## src/design/rpss_pkg.sv

```systemverilog
// rpss_pkg: shared constants and byte classifiers for the regex pattern syntax screen
// no dependencies; used by the top level and the input channel interface
package rpss_pkg;

    localparam int unsigned MAX_GROUP_DEPTH_DEF = 255;
    localparam int unsigned BYTE_W              = 8;

    localparam logic [BYTE_W-1:0] CH_BSLASH = 8'h5C;
    localparam logic [BYTE_W-1:0] CH_LBRACK = 8'h5B;
    localparam logic [BYTE_W-1:0] CH_RBRACK = 8'h5D;
    localparam logic [BYTE_W-1:0] CH_LPAREN = 8'h28;
    localparam logic [BYTE_W-1:0] CH_RPAREN = 8'h29;
    localparam logic [BYTE_W-1:0] CH_QMARK  = 8'h3F;
    localparam logic [BYTE_W-1:0] CH_LBRACE = 8'h7B;
    localparam logic [BYTE_W-1:0] CH_RBRACE = 8'h7D;
    localparam logic [BYTE_W-1:0] CH_HASH   = 8'h23;
    localparam logic [BYTE_W-1:0] CH_DASH   = 8'h2D;
    localparam logic [BYTE_W-1:0] CH_LOW_C  = 8'h63;
    localparam logic [BYTE_W-1:0] CH_LOW_P  = 8'h70;
    localparam logic [BYTE_W-1:0] CH_UP_P   = 8'h50;
    localparam logic [BYTE_W-1:0] CH_LOW_I  = 8'h69;
    localparam logic [BYTE_W-1:0] CH_LOW_M  = 8'h6D;
    localparam logic [BYTE_W-1:0] CH_LOW_S  = 8'h73;

    function automatic logic is_letter(input logic [BYTE_W-1:0] b);
        return ((b >= 8'h61) && (b <= 8'h7A)) || ((b >= 8'h41) && (b <= 8'h5A));
    endfunction

    // escape letters that stay legal: bBfnrtvxdDsSwWuk
    function automatic logic is_allowed_escape(input logic [BYTE_W-1:0] b);
        logic r;
        unique case (b)
            8'h62, 8'h42, 8'h66, 8'h6E, 8'h72, 8'h74, 8'h76, 8'h78,
            8'h64, 8'h44, 8'h73, 8'h53, 8'h77, 8'h57, 8'h75, 8'h6B: r = 1'b1;
            default: r = 1'b0;
        endcase
        return r;
    endfunction

    function automatic logic is_modifier(input logic [BYTE_W-1:0] b);
        return (b == CH_LOW_I) || (b == CH_LOW_M) || (b == CH_LOW_S) || (b == CH_DASH);
    endfunction

endpackage

```

## src/design/rpss_in_if.sv

```systemverilog
// rpss_in_if: input channel carrying one pattern byte per transfer
// depends on rpss_pkg for the byte width
interface rpss_in_if import rpss_pkg::*; ();
    logic              valid;
    logic              ready;
    logic [BYTE_W-1:0] pattern_byte;
    logic              has_byte;
    logic              last;

    modport source (output valid, output pattern_byte, output has_byte, output last,
                    input ready);
    modport sink   (input valid, input pattern_byte, input has_byte, input last,
                    output ready);
endinterface

```

## src/design/rpss_out_if.sv

```systemverilog
// rpss_out_if: result channel carrying one verdict per pattern
// no dependencies
interface rpss_out_if;
    logic valid;
    logic ready;
    logic pattern_ok;
    logic depth_overflow;

    modport source (output valid, output pattern_ok, output depth_overflow, input ready);
    modport sink   (input valid, input pattern_ok, input depth_overflow, output ready);
endinterface

```

## src/design/regex_pattern_syntax_screen.sv

```systemverilog
// Regex pattern syntax screen. Takes a pattern one byte per transfer on i_in and gives
// one verdict (pattern_ok, depth_overflow) on o_out for the transfer marked last. A new
// item is taken every cycle unless input stalls; one input register feeds the scan state
// update and the result register. A verdict enters the result register as its last item
// leaves the input register. Input stalls only when a verdict waits in the result register
// and the next final item needs it. Group depth is bounded by MAX_GROUP_DEPTH.
// depends on rpss_pkg, rpss_in_if, rpss_out_if
module regex_pattern_syntax_screen import rpss_pkg::*; #(
    parameter int unsigned MAX_GROUP_DEPTH = MAX_GROUP_DEPTH_DEF
) (
    input  logic        i_clk,
    input  logic        i_rst_n,
    rpss_in_if.sink     i_in,
    rpss_out_if.source  o_out
);

    localparam int unsigned DEPTH_W = $clog2(MAX_GROUP_DEPTH + 1);
    localparam logic [DEPTH_W-1:0] DEPTH_MAX = DEPTH_W'(MAX_GROUP_DEPTH);

    typedef enum logic [2:0] {
        MODE_NORMAL,
        MODE_ESC,
        MODE_CTRL,
        MODE_PBRACE,
        MODE_PFIRST,
        MODE_PBODY
    } t_scan_mode;

    // input register
    logic              r_s1_valid;
    logic [BYTE_W-1:0] r_s1_byte;
    logic              r_s1_has;
    logic              r_s1_last;

    // scan state
    t_scan_mode         r_mode, n_mode;
    logic               r_class, n_class;
    logic [DEPTH_W-1:0] r_depth, n_depth;
    logic [1:0]         r_stage, n_stage;
    logic [23:0]        r_recent, n_recent;
    logic [1:0]         r_seen, n_seen;
    logic               r_failed, n_failed;
    logic               r_ovf, n_ovf;

    // result register
    logic r_out_valid;
    logic r_out_ok;
    logic r_out_ovf;

    logic s1_adv;
    logic s1_fire;
    logic verdict_ok;

    assign s1_adv     = !r_s1_last || !r_out_valid || o_out.ready;
    assign s1_fire    = r_s1_valid && s1_adv;
    assign i_in.ready = !r_s1_valid || s1_adv;

    assign o_out.valid          = r_out_valid;
    assign o_out.pattern_ok     = r_out_ok;
    assign o_out.depth_overflow = r_out_ovf;

    always_comb begin
        logic [BYTE_W-1:0] b;
        b        = r_s1_byte;
        n_mode   = r_mode;
        n_class  = r_class;
        n_depth  = r_depth;
        n_stage  = r_stage;
        n_recent = r_recent;
        n_seen   = r_seen;
        n_failed = r_failed;
        n_ovf    = r_ovf;
        if (r_s1_has && !r_failed) begin
            // raw "(?" plus modifier, followed by one more byte
            if (r_seen == 2'd3 && r_recent[23:16] == CH_LPAREN &&
                r_recent[15:8] == CH_QMARK && is_modifier(r_recent[7:0])) begin
                n_failed = 1'b1;
            end
            n_recent = {r_recent[15:0], b};
            if (r_seen != 2'd3) begin
                n_seen = r_seen + 2'd1;
            end
            n_stage = 2'd0;
            unique case (r_mode)
                MODE_ESC: begin
                    if (b == CH_LOW_C) begin
                        n_mode = MODE_CTRL;
                    end else if (b == CH_LOW_P || b == CH_UP_P) begin
                        n_mode = MODE_PBRACE;
                    end else begin
                        if (is_letter(b) && !is_allowed_escape(b)) n_failed = 1'b1;
                        n_mode = MODE_NORMAL;
                    end
                end
                MODE_CTRL: begin
                    if (!is_letter(b)) n_failed = 1'b1;
                    n_mode = MODE_NORMAL;
                end
                MODE_PBRACE: begin
                    if (b != CH_LBRACE) n_failed = 1'b1;
                    n_mode = MODE_PFIRST;
                end
                MODE_PFIRST: begin
                    if (b == CH_RBRACE) n_failed = 1'b1;
                    n_mode = MODE_PBODY;
                end
                MODE_PBODY: begin
                    if (b == CH_RBRACE) n_mode = MODE_NORMAL;
                end
                default: begin
                    if (r_stage == 2'd2 && (b == CH_UP_P || b == CH_HASH || is_modifier(b))) begin
                        n_failed = 1'b1;
                    end
                    priority if (b == CH_BSLASH) begin
                        n_mode = MODE_ESC;
                    end else if (b == CH_LBRACK && !r_class) begin
                        n_class = 1'b1;
                    end else if (b == CH_RBRACK && r_class) begin
                        n_class = 1'b0;
                    end else if (!r_class) begin
                        if (b == CH_LPAREN) begin
                            if (r_depth >= DEPTH_MAX) begin
                                n_ovf    = 1'b1;
                                n_failed = 1'b1;
                            end else begin
                                n_depth = r_depth + DEPTH_W'(1);
                            end
                            n_stage = 2'd1;
                        end else if (b == CH_QMARK && r_stage == 2'd1) begin
                            n_stage = 2'd2;
                        end else if (b == CH_RPAREN) begin
                            if (r_depth == '0) n_failed = 1'b1;
                            else               n_depth  = r_depth - DEPTH_W'(1);
                        end
                    end else begin
                        // other bytes inside a class are literal
                    end
                end
            endcase
        end
        verdict_ok = !n_failed && n_mode == MODE_NORMAL && !n_class && n_depth == '0;
    end

    always_ff @(posedge i_clk) begin
        if (!i_rst_n) begin
            r_s1_valid  <= 1'b0;
            r_s1_last   <= 1'b0;
            r_s1_has    <= 1'b0;
            r_out_valid <= 1'b0;
            r_mode      <= MODE_NORMAL;
            r_class     <= 1'b0;
            r_depth     <= '0;
            r_stage     <= 2'd0;
            r_recent    <= '0;
            r_seen      <= 2'd0;
            r_failed    <= 1'b0;
            r_ovf       <= 1'b0;
        end else begin
            if (i_in.valid && i_in.ready) begin
                r_s1_valid <= 1'b1;
                r_s1_byte  <= i_in.pattern_byte;
                r_s1_has   <= i_in.has_byte;
                r_s1_last  <= i_in.last;
            end else if (s1_fire) begin
                r_s1_valid <= 1'b0;
            end

            if (o_out.valid && o_out.ready && !(s1_fire && r_s1_last)) begin
                r_out_valid <= 1'b0;
            end

            if (s1_fire) begin
                if (r_s1_last) begin
                    r_out_valid <= 1'b1;
                    r_out_ok    <= verdict_ok;
                    r_out_ovf   <= n_ovf;
                    // back to reset values for the next pattern
                    r_mode      <= MODE_NORMAL;
                    r_class     <= 1'b0;
                    r_depth     <= '0;
                    r_stage     <= 2'd0;
                    r_recent    <= '0;
                    r_seen      <= 2'd0;
                    r_failed    <= 1'b0;
                    r_ovf       <= 1'b0;
                end else begin
                    r_mode      <= n_mode;
                    r_class     <= n_class;
                    r_depth     <= n_depth;
                    r_stage     <= n_stage;
                    r_recent    <= n_recent;
                    r_seen      <= n_seen;
                    r_failed    <= n_failed;
                    r_ovf       <= n_ovf;
                end
            end
        end
    end

    a_depth_bound: assert property (@(posedge i_clk) disable iff (!i_rst_n)
        r_depth <= DEPTH_MAX)
        else $error("group depth above bound");

    a_ovf_fails: assert property (@(posedge i_clk) disable iff (!i_rst_n)
        r_ovf |-> r_failed)
        else $error("overflow without failure");

    a_ok_no_ovf: assert property (@(posedge i_clk) disable iff (!i_rst_n)
        r_out_valid && r_out_ok |-> !r_out_ovf)
        else $error("passing verdict flagged overflow");

    a_clear_after_last: assert property (@(posedge i_clk) disable iff (!i_rst_n)
        s1_fire && r_s1_last |=> r_depth == '0 && !r_failed && r_mode == MODE_NORMAL
                                 && r_out_valid)
        else $error("state not cleared after final transfer");

endmodule
```

## src/flat_wrapper.sv

```systemverilog
// flat-port wrapper written by rule: the top's interface ports become plain ports
module regex_pattern_syntax_screen_flat import rpss_pkg::*;
#(
    parameter int unsigned MAX_GROUP_DEPTH = MAX_GROUP_DEPTH_DEF
)
  (i_clk, i_rst_n, i_in_valid, i_in_pattern_byte, i_in_has_byte, i_in_last, i_in_ready, o_out_valid, o_out_pattern_ok, o_out_depth_overflow, o_out_ready);
  rpss_in_if i_in_i ();
  rpss_out_if o_out_i ();
  input  logic i_clk;
  input  logic i_rst_n;
  input wire logic [$bits(i_in_i.valid)-1:0] i_in_valid;
  input wire logic [$bits(i_in_i.pattern_byte)-1:0] i_in_pattern_byte;
  input wire logic [$bits(i_in_i.has_byte)-1:0] i_in_has_byte;
  input wire logic [$bits(i_in_i.last)-1:0] i_in_last;
  output wire logic [$bits(i_in_i.ready)-1:0] i_in_ready;
  output wire logic [$bits(o_out_i.valid)-1:0] o_out_valid;
  output wire logic [$bits(o_out_i.pattern_ok)-1:0] o_out_pattern_ok;
  output wire logic [$bits(o_out_i.depth_overflow)-1:0] o_out_depth_overflow;
  input wire logic [$bits(o_out_i.ready)-1:0] o_out_ready;
  assign i_in_i.valid = i_in_valid;
  assign i_in_i.pattern_byte = i_in_pattern_byte;
  assign i_in_i.has_byte = i_in_has_byte;
  assign i_in_i.last = i_in_last;
  assign i_in_ready = i_in_i.ready;
  assign o_out_valid = o_out_i.valid;
  assign o_out_pattern_ok = o_out_i.pattern_ok;
  assign o_out_depth_overflow = o_out_i.depth_overflow;
  assign o_out_i.ready = o_out_ready;
  regex_pattern_syntax_screen #(.MAX_GROUP_DEPTH(MAX_GROUP_DEPTH)) u_core (.i_clk(i_clk), .i_rst_n(i_rst_n), .i_in(i_in_i), .o_out(o_out_i));
endmodule
```

## config.mk

```make
export PLATFORM = sky130hd
export DESIGN_NAME = regex_pattern_syntax_screen_flat
export DESIGN_NICKNAME = d
export VERILOG_FILES = /design/src/design/rpss_pkg.sv /design/src/design/rpss_in_if.sv /design/src/design/rpss_out_if.sv /design/src/design/regex_pattern_syntax_screen.sv /design/src/flat_wrapper.sv
export SDC_FILE = /design/constraint.sdc
export NUM_CORES = 1
export LEC_CHECK = 0
export ABC_CLOCK_PERIOD_IN_PS = 3250
export BUFFER_PORTS_ARGS = -buffer_cell sky130_fd_sc_hd__clkbuf_2
export CAP_MARGIN = 20
export CORE_MARGIN = 8
export CORE_UTILIZATION = 40
export CTS_CLUSTER_SIZE = 24
export DETAILED_ROUTE_END_ITERATION = 10
export PLACE_DENSITY = 0.64
export SLEW_MARGIN = 20
export SYNTH_ARGS = -nofsm -noshare
export SYNTH_HDL_FRONTEND = slang
export SYNTH_SLANG_ARGS = --single-unit
```

## constraint.sdc

```tcl
create_clock -name i_clk -period 3.25 [get_ports i_clk]
set_input_delay 0.975 -clock i_clk [delete_from_list [all_inputs] [get_ports i_clk]]
set_output_delay 0.975 -clock i_clk [all_outputs]
set_load 0.01 [all_outputs]
```

* Word-level counts from Yosys, hierarchy flattened
Index checks and enable logic that the tools add are counted.
Widths: inputs -> output; s select.
** Storage, ports and cells
- Flip-flop bits (word level) :: 56
- Bits of input ports :: 14
- Output and inout port bits :: 4
- Word-level logic and storage cells :: 200
** Cells by class
- Muxes and demuxes :: 78
- Equality and inequality tests :: 46
- Order comparisons :: 5
- $add $sub $neg :: 3
- Reduce and logical (&&, ||, !) cells :: 53
** Operators by type and width (number)
- $eq 8x7->1 const B :: 28
- $mux 8 :: 12
- $eq 8x6->1 const B :: 8
- $mux 24 :: 2
- $mux 1 :: 44
- $mux 2 :: 13
- $logic_and 1x1->1 :: 19
- $ge 8x7->1 const B :: 2
- $le 8x7->1 const B :: 2
- $logic_not 8->1 :: 2
- $reduce_or 16->1 :: 1
- $mux 3 :: 5
- $pmux 3 s5 :: 1
- $logic_or 1x1->1 :: 13
- $logic_not 1->1 :: 9
- $add 8x1->8 const B :: 1
- $ge 8x8->1 const B :: 1
- $ne 8x7->1 const B :: 1
- $sub 8x1->8 const B :: 1
- $eq 3x2->1 const B :: 2
- $eq 3x3->1 const B :: 2
- $reduce_and 3->1 :: 2
- $reduce_bool 2->1 :: 3
- $pmux 1 s5 :: 1
- 8 further kinds :: 10

* Depth between registers and ports, before layout
Gate-level depths: netlist (run 1).
- Depth after elaboration :: 21
- Mapped depth :: 9
- Gate-level depth less buffers :: 9

* Least setup slack after synthesis (run 1)
No wires, ideal clock.
- Kind :: reg-to-reg
- Start point :: reg u_core.r_mode[2]
- End point :: reg u_core.r_out_ok, in the netlist u_core.o_out.pattern_ok, data pin
- Data required time :: 3.100 ns
- Stages on the path, launching flop included :: 10
- Data arrival time :: 2.311 ns
- Path slack :: 0.789 ns
- Library setup time :: 0.150 ns
- Clock period less this slack :: 2.461 ns
- Path buffers :: 2
- Cells stage by stage :: dfxtp_1 -> buf_6 -> or3_4 -> a211o_1 -> or2_0 -> buf_6 -> or4_1 -> o311ai_1 -> nand4_1 -> nor3_2
** Between the ends
- Cells in the longest elaborated chain, start to end :: 7
- Elaborated cells on any way between the ends :: 23
- Classes of those cells :: 5 x eq/ne; 10 x mux; 8 x reduce/logical
** RTL lines
- start: declaration :: line regex_pattern_syntax_screen.sv:36 : t_scan_mode r_mode, n_mode;
- start signal: assignment :: line regex_pattern_syntax_screen.sv:187 : r_mode <= n_mode;
- $eq 3x3->1, or another cell as far along :: line regex_pattern_syntax_screen.sv:84 : unique case (r_mode)
- $pmux 3 s5, or another cell as far along :: line regex_pattern_syntax_screen.sv:84
- $mux 3, or another cell as far along :: line regex_pattern_syntax_screen.sv:73 : if (r_s1_has && !r_failed) begin
- $logic_not 3->1, or another cell as far along :: line regex_pattern_syntax_screen.sv:141 : verdict_ok = !n_failed && n_mode == MODE_NORMAL && !n_class && n_depth == '0;
- $logic_and 1x1->1 or $logic_not 1->1 (tied branches) :: line regex_pattern_syntax_screen.sv:141
- $logic_and 1x1->1 :: line regex_pattern_syntax_screen.sv:141
- $logic_and 1x1->1 (*) :: line regex_pattern_syntax_screen.sv:141
- via u_core.verdict_ok :: line regex_pattern_syntax_screen.sv:52 : logic verdict_ok;
- end signal: assignment :: line regex_pattern_syntax_screen.sv:175 : r_out_ok <= verdict_ok;
- end: declaration :: line regex_pattern_syntax_screen.sv:47 : logic r_out_ok;
Mark *: on every way through the listed nets, which the timed path passes. The rest lies on a longest branch.
A chain may end at the register's enable or synchronous reset.

* Worst setup path after layout (run 1)
- Start point :: reg u_core.r_s1_byte[1]
- End point :: reg u_core.r_out_ok, in the netlist u_core.o_out.pattern_ok, data pin
** Between the ends
- Cells in the longest elaborated chain, start to end :: 21
- Elaborated cells on any way between the ends :: 101
- Classes of those cells :: 4 x order compare; 31 x eq/ne; 43 x mux; 23 x reduce/logical
** RTL lines
- start: declaration :: line regex_pattern_syntax_screen.sv:31 : logic [BYTE_W-1:0] r_s1_byte;
- start signal: assignment :: line regex_pattern_syntax_screen.sv:161 : r_s1_byte <= i_in.pattern_byte;
- $eq 8x7->1 :: line rpss_pkg.sv:41 : return (b == CH_LOW_I) || (b == CH_LOW_M) || (b == CH_LOW_S) || (b == CH_DASH);
- $logic_or 1x1->1 (3 in a row) :: line rpss_pkg.sv:41
- $logic_or 1x1->1 :: line regex_pattern_syntax_screen.sv:111 : if (r_stage == 2'd2 && (b == CH_UP_P || b == CH_HASH || is_modifier(b))) begin
- $logic_and 1x1->1 :: line regex_pattern_syntax_screen.sv:111
- $mux 1 :: line regex_pattern_syntax_screen.sv:111
- $mux 1 :: line regex_pattern_syntax_screen.sv:132 : if (r_depth == '0) n_failed = 1'b1;
- $mux 1 :: line regex_pattern_syntax_screen.sv:131 : end else if (b == CH_RPAREN) begin
- $mux 1 :: line regex_pattern_syntax_screen.sv:129 : end else if (b == CH_QMARK && r_stage == 2'd1) begin
- [... 3 more ...]
- $mux 1 :: line regex_pattern_syntax_screen.sv:116 : end else if (b == CH_LBRACK && !r_class) begin
- $mux 1 :: line regex_pattern_syntax_screen.sv:114 : priority if (b == CH_BSLASH) begin
- $pmux 1 s5 :: line regex_pattern_syntax_screen.sv:84
- $mux 1 :: line regex_pattern_syntax_screen.sv:73
- $logic_not 1->1 :: line regex_pattern_syntax_screen.sv:141
- $logic_and 1x1->1 (2 in a row) :: line regex_pattern_syntax_screen.sv:141
- $logic_and 1x1->1 (*) :: line regex_pattern_syntax_screen.sv:141
- via u_core.verdict_ok :: line regex_pattern_syntax_screen.sv:52
Mark *: on every way through the listed nets, which the timed path passes. The rest lies on a longest branch. The select of a mux whose other input is x is not followed.

==> results of run 1 <==
[final timing paths]
check,to,cells past startpoint
worst max register to register,u_core.o_out.pattern_ok,7
worst max-delay path,u_core.o_out.pattern_ok,7
worst min register to register,u_core.r_recent[19],2
worst min-delay path,u_core.r_recent[19],2
[metrics by stage]
step / util / cells / hold slack (ps) / total power, uW / setup WS, ps
finish: 0.450 / 520 / 534 / 1260 / 357
global route: 0.450 / 520 / 569 / 1320 / 257
CTS: 0.450 / 520 / 541 / 1280 / 409
detailed placement: 0.439 / 512 / 506 / 883 / 443
global placement: 0.439 / 512 / 500 / 882 / 450
floorplan: - / 405 / 479 / 841 / 789
[power groups by stage]
stage | sequential (uW) | clock, uW | combinational (uW)
after global routing | 741 | 436 | 142
after global placement | 753 | 0 | 129
after floorplan | 744 | 0 | 97.5
after CTS | 738 | 414 | 129
after detailed placement | 754 | 0 | 129
final | 739 | 389 | 130
[routing by layer]
| metal | global-route usage | routed length [um] |
|---|---|---|
| met5 | 0 | 0 |
| met4 | 0.0518 | 195 |
| met1 | 0.205 | 4260 |
| met2 | 0.254 | 4370 |
| met3 | 0.0315 | 460 |
[synthesized netlist by cell type (5+ instances only)]
library cell	n
a21oi_1	18
a22oi_1	32
a2bb2oi_1	6
a31oi_1	5
clkbuf_1	28
dfxtp_1	46
edfxtp_1	10
inv_1	11
nand2_1	16
nand2b_1	9
nand3_1	11
nand3b_1	6
nand4_1	10
nor2_1	23
nor2b_1	40
nor3_1	18
nor4_1	9
o21ai_0	9
or4_1	7
[flip-flops by register name, summed over array words and instances (netlist names), 2 cells and up]
signal            cells
u_core.r_recent      24
u_core.r_depth        8
u_core.r_s1_byte      8
u_core.r_mode         3
u_core.r_seen         2
u_core.r_stage        2
[layout by cell type, fill, tap and decap left out, drive strengths merged, types with 3 or more instances in the layout]
cell,count
dfxtp,46
nor2b,40
a22oi,32
nor2,23
clkbuf,22
nor3,20
a21oi,18
nand2,16
buf,15
inv,13
nand3,11
nand4,10
edfxtp,10
o21ai,10
nand2b,9
nor4,9
or4,7
nand3b,6
a2bb2oi,6
a21o,6
a31oi,5
or2,5
nor4b,4
o22ai,4
o31a,4
nand4b,4
ha,4
or3,4
a21boi,4
a2111oi,4
and2,3
and3,3
and4b,3
a211o,3
[worst reg2reg max path, stage by stage (launching register included)]
cell and delay, ps:
edfxtp_1 560, or3b_1 470, a2111oi_4 420, or2_0 490, o32ai_1 210, nor4_1 250, nand4_1 140, nor3_2 190
[logic make-up after synthesis]
family          count (synthesis)  share of synthesized area
xor+xnor                        2                    0.00511
fa+ha+maj                       4                     0.0146
mux                             1                    0.00329
buf+inv                        41                     0.0493
compound gates                118                      0.254
flops                          56                      0.356
simple gates                  183                      0.317
[cell type report]
cell class,instances,area (um2),share of cell area
Multi-Input combinational cell,308,2040,0.548
Sequential cell,56,1220,0.329
Timing Repair Buffer,32,198,0.0532
Tap cell,105,131,0.0353
Clock buffer,5,68.8,0.0185
Inverter,11,41.3,0.0111
Clock inverter,3,20.0,0.00539
==> impl_metrics.json, run 1 <==
{
  "critPathRequiredTime_ps": 3410,
  "slowest_stage": "edfxtp_1",
  "rrSetupSlack_ps": 360,
  "cp_slowest_stage_delay_ps": 560,
  "initial_core_util": 0.415,
  "cts_num_sinks": 56,
  "peakVddDrop_v": 0.000200,
  "p_int_uw": 926,
  "cts.htree.levels": 2,
  "wirelength_mm": 9.29,
  "gp_congestion": 0.865,
  "setup_viol": 0,
  "rsz0062_at_grt": "no",
  "portBuffers": 17,
  "grt_pass1_vias": 2951,
  "path_cells": "or3b_1 > a2111oi_4 > or2_0 > o32ai_1 > nor4_1 > nand4_1 > nor3_2",
  "diodes": 0,
  "grt_max_degree": 29,
  "cts_setup_buffers": 0,
  "swShare": 0.264,
  "holdCritStartpoint": "u_core.r_recent[19]",
  "finalCritPeriodShare": 0.890,
  "outcome": "complete, no violations",
  "startpoint": "u_core.r_s1_byte[1]",
  "syn_area_per_cell_um2": 8.46,
  "p_leak_uw": 0.00122,
  "p_sw_uw": 332,
  "synth-seq-cells": 56,
  "power_frac_seq": 0.587,
  "power-per-cell-area_nw_per_um2": 338,
  "routedWlPerCell_um": 17.9,
  "drive_gt1_frac": 0.125,
  "yosys_warnings": 0,
  "area_growth_pct": 8.47,
  "end_kind": "flop",
  "synth.area.top_cells": "dfxtp_1 (27%), edfxtp_1 (8.8%), nor2b_1 (7.3%), a22oi_1 (7.0%), clkbuf_1 (3.1%)",
  "synthArstFlopShare": 0,
  "clkLatencyLatePin_ps": 310,
  "die_y_um": 109,
  "synth_fp_nets": 423,
  "yosys.area.top_type": "dfxtp_1",
  "holdBufCountCts": 0,
  "synth_cell_types": 66,
  "synth_top_area_share": 0.269,
  "fill_cells": 837,
  "slew_headroom": 0.569,
  "final_hold_viol_count": 0,
  "core.rowCount": 33,
  "cp_max_fo": 12,
  "crit_family": "simple AND/OR/NAND/NOR gates",
  "synth.cell_area_um2": 3430,
  "vias": 3155,
  "comb_power_share": 0.103,
  "ios": 18,
  "routed_via_density": 6.07,
  "placed_cell_area_um2": 3630,
  "cts_root_buffer": "clkbuf_8",
  "maxSlewViolCount": 0,
  "power_frac_clock": 0.309,
  "synthFlopType": "dfxtp_1",
  "tns_ps": 0,
  "core_region_area_um2": 8260,
  "cts_buffers": 5,
  "dieArea_um2": 11800,
  "stdcell_area_um2": 3720,
  "post-dp-hpwl_mm": 6.72,
  "drc": 0,
  "final_nets": 432,
  "cp-start-kind": "flop",
  "synthCells": 405,
  "clockBufferDepth": 2,
  "crit_arrival_ps": 3050,
  "track_usage": 0.157,
  "period_needed_ps": 2890,
  "grt_first_pass_wirelength_mm": 15.0,
  "min_path_type": "reg2reg",
  "cts_resized": 0,
  "drv_cap": 0,
  "drt_iter0_drc": 237,
  "postRouteAntennaNets": 0,
  "first_pass_iters": 5,
  "tightest_slew_ps": 644,
  "clkTransAtPathRegs_ps": 100,
  "rr_startpoint": "u_core.r_s1_byte[1]",
  "cts_tree": "yes",
  "finalClockSkew_ps": 5.62,
  "grt_overflow_total": 0,
  "synth_edf_count": 10,
  "yosysSeqAreaShare": 0.356,
  "fmaxAchievable_ghz": 0.346,
  "antenna_found_initial": 0,
  "die_w_um": 109,
  "path_class": "reg2reg",
  "path_buf_inv": 0
}
Power figures use the tool's default switching activity.
==> inputs of run 2 (changes only) <==
--- a/config.mk
+++ b/config.mk
@@ -5,7 +5,7 @@
 export SDC_FILE = /design/constraint.sdc
 export NUM_CORES = 1
 export LEC_CHECK = 0
-export ABC_CLOCK_PERIOD_IN_PS = 3250
+export ABC_CLOCK_PERIOD_IN_PS = 2800
 export BUFFER_PORTS_ARGS = -buffer_cell sky130_fd_sc_hd__clkbuf_2
 export CAP_MARGIN = 20
 export CORE_MARGIN = 8
==> constraint.sdc (replaced) <==
create_clock -name i_clk -period 2.8 [get_ports i_clk]
set_input_delay 0.84 -clock i_clk [delete_from_list [all_inputs] [get_ports i_clk]]
set_output_delay 0.84 -clock i_clk [all_outputs]
set_load 0.01 [all_outputs]
==> run 2 against run 1 <==
Via count increased by 4.5%. Critical endpoint unchanged. Die area unchanged. Register-to-register slack got worse by 170 ps.
==> impl_metrics.json, run 2 (synthesis results as in run 1) <==
{
  "reg_top3": "u_core.r_recent x24, u_core.r_depth x8, u_core.r_s1_byte x8",
  "r2r-end": "u_core.o_out.pattern_ok",
  "comb_power_share": 0.119,
  "grt_max_degree": 27,
  "routed_via_density": 6.07,
  "ios": 18,
  "period_needed_ps": 2610,
  "routedWlPerCell_um": 18.3,
  "clkTransAtPathRegs_ps": 100,
  "drv_cap": 0,
  "area_growth_pct": 13.6,
  "min_to": "u_core.r_recent[20]",
  "holdBufCountCts": 0,
  "tightest_slew_ps": 574,
  "outcome": "complete, no violations",
  "die_y_um": 109,
  "post-dp-hpwl_mm": 7.48,
  "final_hold_viol_count": 0,
  "drt_iter0_drc": 229,
  "wirelength_mm": 9.93,
  "largest_register": "u_core.r_recent",
  "cts_root_buffer": "clkbuf_8",
  "multi_input_area_um2": 2040,
  "holdWs_ps": 538,
  "slowest_stage": "edfxtp_1",
  "largest_reg_flops": 24,
  "clockBufferDepth": 2,
  "fmaxAchievable_ghz": 0.383,
  "core_region_area_um2": 8260,
  "grt_overflow_total": 0,
  "cp_slowest_stage_delay_ps": 470,
  "cp_max_fo": 7,
  "portBuffers": 17,
  "drc": 0,
  "grt_first_pass_wirelength_mm": 16.1,
  "min_path_cells": 2,
  "cts_buffers": 5,
  "finalCritPeriodShare": 0.934,
  "die_w_um": 109,
  "tns_ps": 0,
  "rr_startpoint": "u_core.r_s1_byte[0]",
  "vias": 3296,
  "initial_core_util": 0.415,
  "p_leak_uw": 0.00133,
  "track_usage": 0.171,
  "finalClockSkew_ps": 6.64,
  "final_nets": 455,
  "rrSetupSlack_ps": 190,
  "power_frac_seq": 0.574,
  "dieArea_um2": 11800,
  "peakVddDrop_v": 0.000198,
  "p_int_uw": 1090,
  "cts.htree.levels": 2,
  "cp-start-kind": "flop",
  "postRouteAntennaNets": 0,
  "antenna_found_initial": 0,
  "rsz0062_at_grt": "no",
  "setup_viol": 0,
  "cts_num_sinks": 56,
  "swShare": 0.265,
  "cts_tree": "yes",
  "end_kind": "flop",
  "drive_gt1_frac": 0.171,
  "p_sw_uw": 391,
  "final_cell_mix": "dfxtp_1 (46), nor2b_1 (40), buf_4 (38)",
  "path_class": "reg2reg",
  "power_frac_clock": 0.307,
  "min_path_type": "reg2reg",
  "maxSlewViolCount": 0,
  "crit_arrival_ps": 2780,
  "core.rowCount": 33,
  "worstRegToRegCells": 7,
  "fill_cells": 849,
  "mostFrequentLayoutCell": "dfxtp_1",
  "diodes": 0,
  "power-per-cell-area_nw_per_um2": 380,
  "gp_congestion": 0.944,
  "slew_headroom": 0.616,
  "critPathRequiredTime_ps": 2960,
  "grt_pass1_vias": 3136,
  "path_cells": "or3b_1 > a2111oi_4 > or2_0 > o32ai_1 > nor4_1 > nand4_1 > nor3_2",
  "regArea_um2": 1220,
  "holdCritStartpoint": "u_core.r_recent[20]",
  "clkLatencyLatePin_ps": 310,
  "first_pass_iters": 5
}
-- run 2: cell types whose count changed in the layout (fill, tap and decap cells not counted) --
cell | before | now
inv_4 | 1 | 0
nor4b_1 | 4 | 3
nor4b_2 | 0 | 1
buf_4 | 15 | 38
clkbuf_1 | 0 | 1
-- run 2: power groups by stage --
stage | sequential (uW) | clock [uW] | combinational [uW]
6_report | 848 | 454 | 176
3_3_place_gp | 866 | 0 | 173
2_1_floorplan | 863 | 0 | 113
3_5_place_dp | 867 | 0 | 175
5_1_grt | 851 | 500 | 193
4_1_cts | 848 | 466 | 175
-- run 2: how the worst max path moves through the flow --
stage | from | to | slack, ps | cells past startpoint
final | u_core.r_s1_byte[0] | u_core.o_out.pattern_ok | 190 | 7
after detailed placement | u_core.r_s1_byte[7] | u_core.o_out.pattern_ok | 240 | 8
after floorplan | u_core.r_mode[2] | u_core.o_out.pattern_ok | 340 | 9
after global placement | u_core.r_s1_byte[7] | u_core.o_out.pattern_ok | 170 | 8
after CTS | u_core.r_s1_byte[7] | u_core.o_out.pattern_ok | 190 | 8
after global routing | u_core.r_s1_byte[7] | u_core.o_out.pattern_ok | 30 | 8
-- run 2: critical path, delay by kind of cell (launching register included) --
| kind | cells | cell delay, ps |
|---|---|---|
| flops | 1 | 470 |
| simple gates | 5 | 1440 |
| compound gates | 2 | 550 |
-- run 2: final cells by class --
class / instances / area share
clock buffer: 6 / 0.0186
clock inverter: 2 / 0.00353
inverter: 11 / 0.0106
multi-input combinational: 308 / 0.525
sequential: 56 / 0.314
tap: 105 / 0.0337
timing repair buffer: 55 / 0.0951
-- run 2: through the flow --
step                setup slack (ps)  power (uW)   util  cell area, um2  instances
floorplan                        339         976      -            3430        405
global placement                 168        1040  0.460            3800        535
detailed placement               240        1040  0.460            3800        535
CTS                              194        1490  0.471            3890        543
global route                    33.9        1540  0.472            3890        543
finish                           186        1480  0.472            3890        543
-- run 2: metal layers --
metal	GRT usage	wire, um	vias up
met4	0.0655	278	0
met1	0.227	4520	1574
met3	0.0268	512	22
met5	0	0	-
li1	-	-	1595
met2	0.271	4620	105
-- run 2: timing repair --
item / CTS / global route
buffers inserted: 0 / 0
endpoints found under the setup margin: 0 / 1
resized for setup: 0 / 1
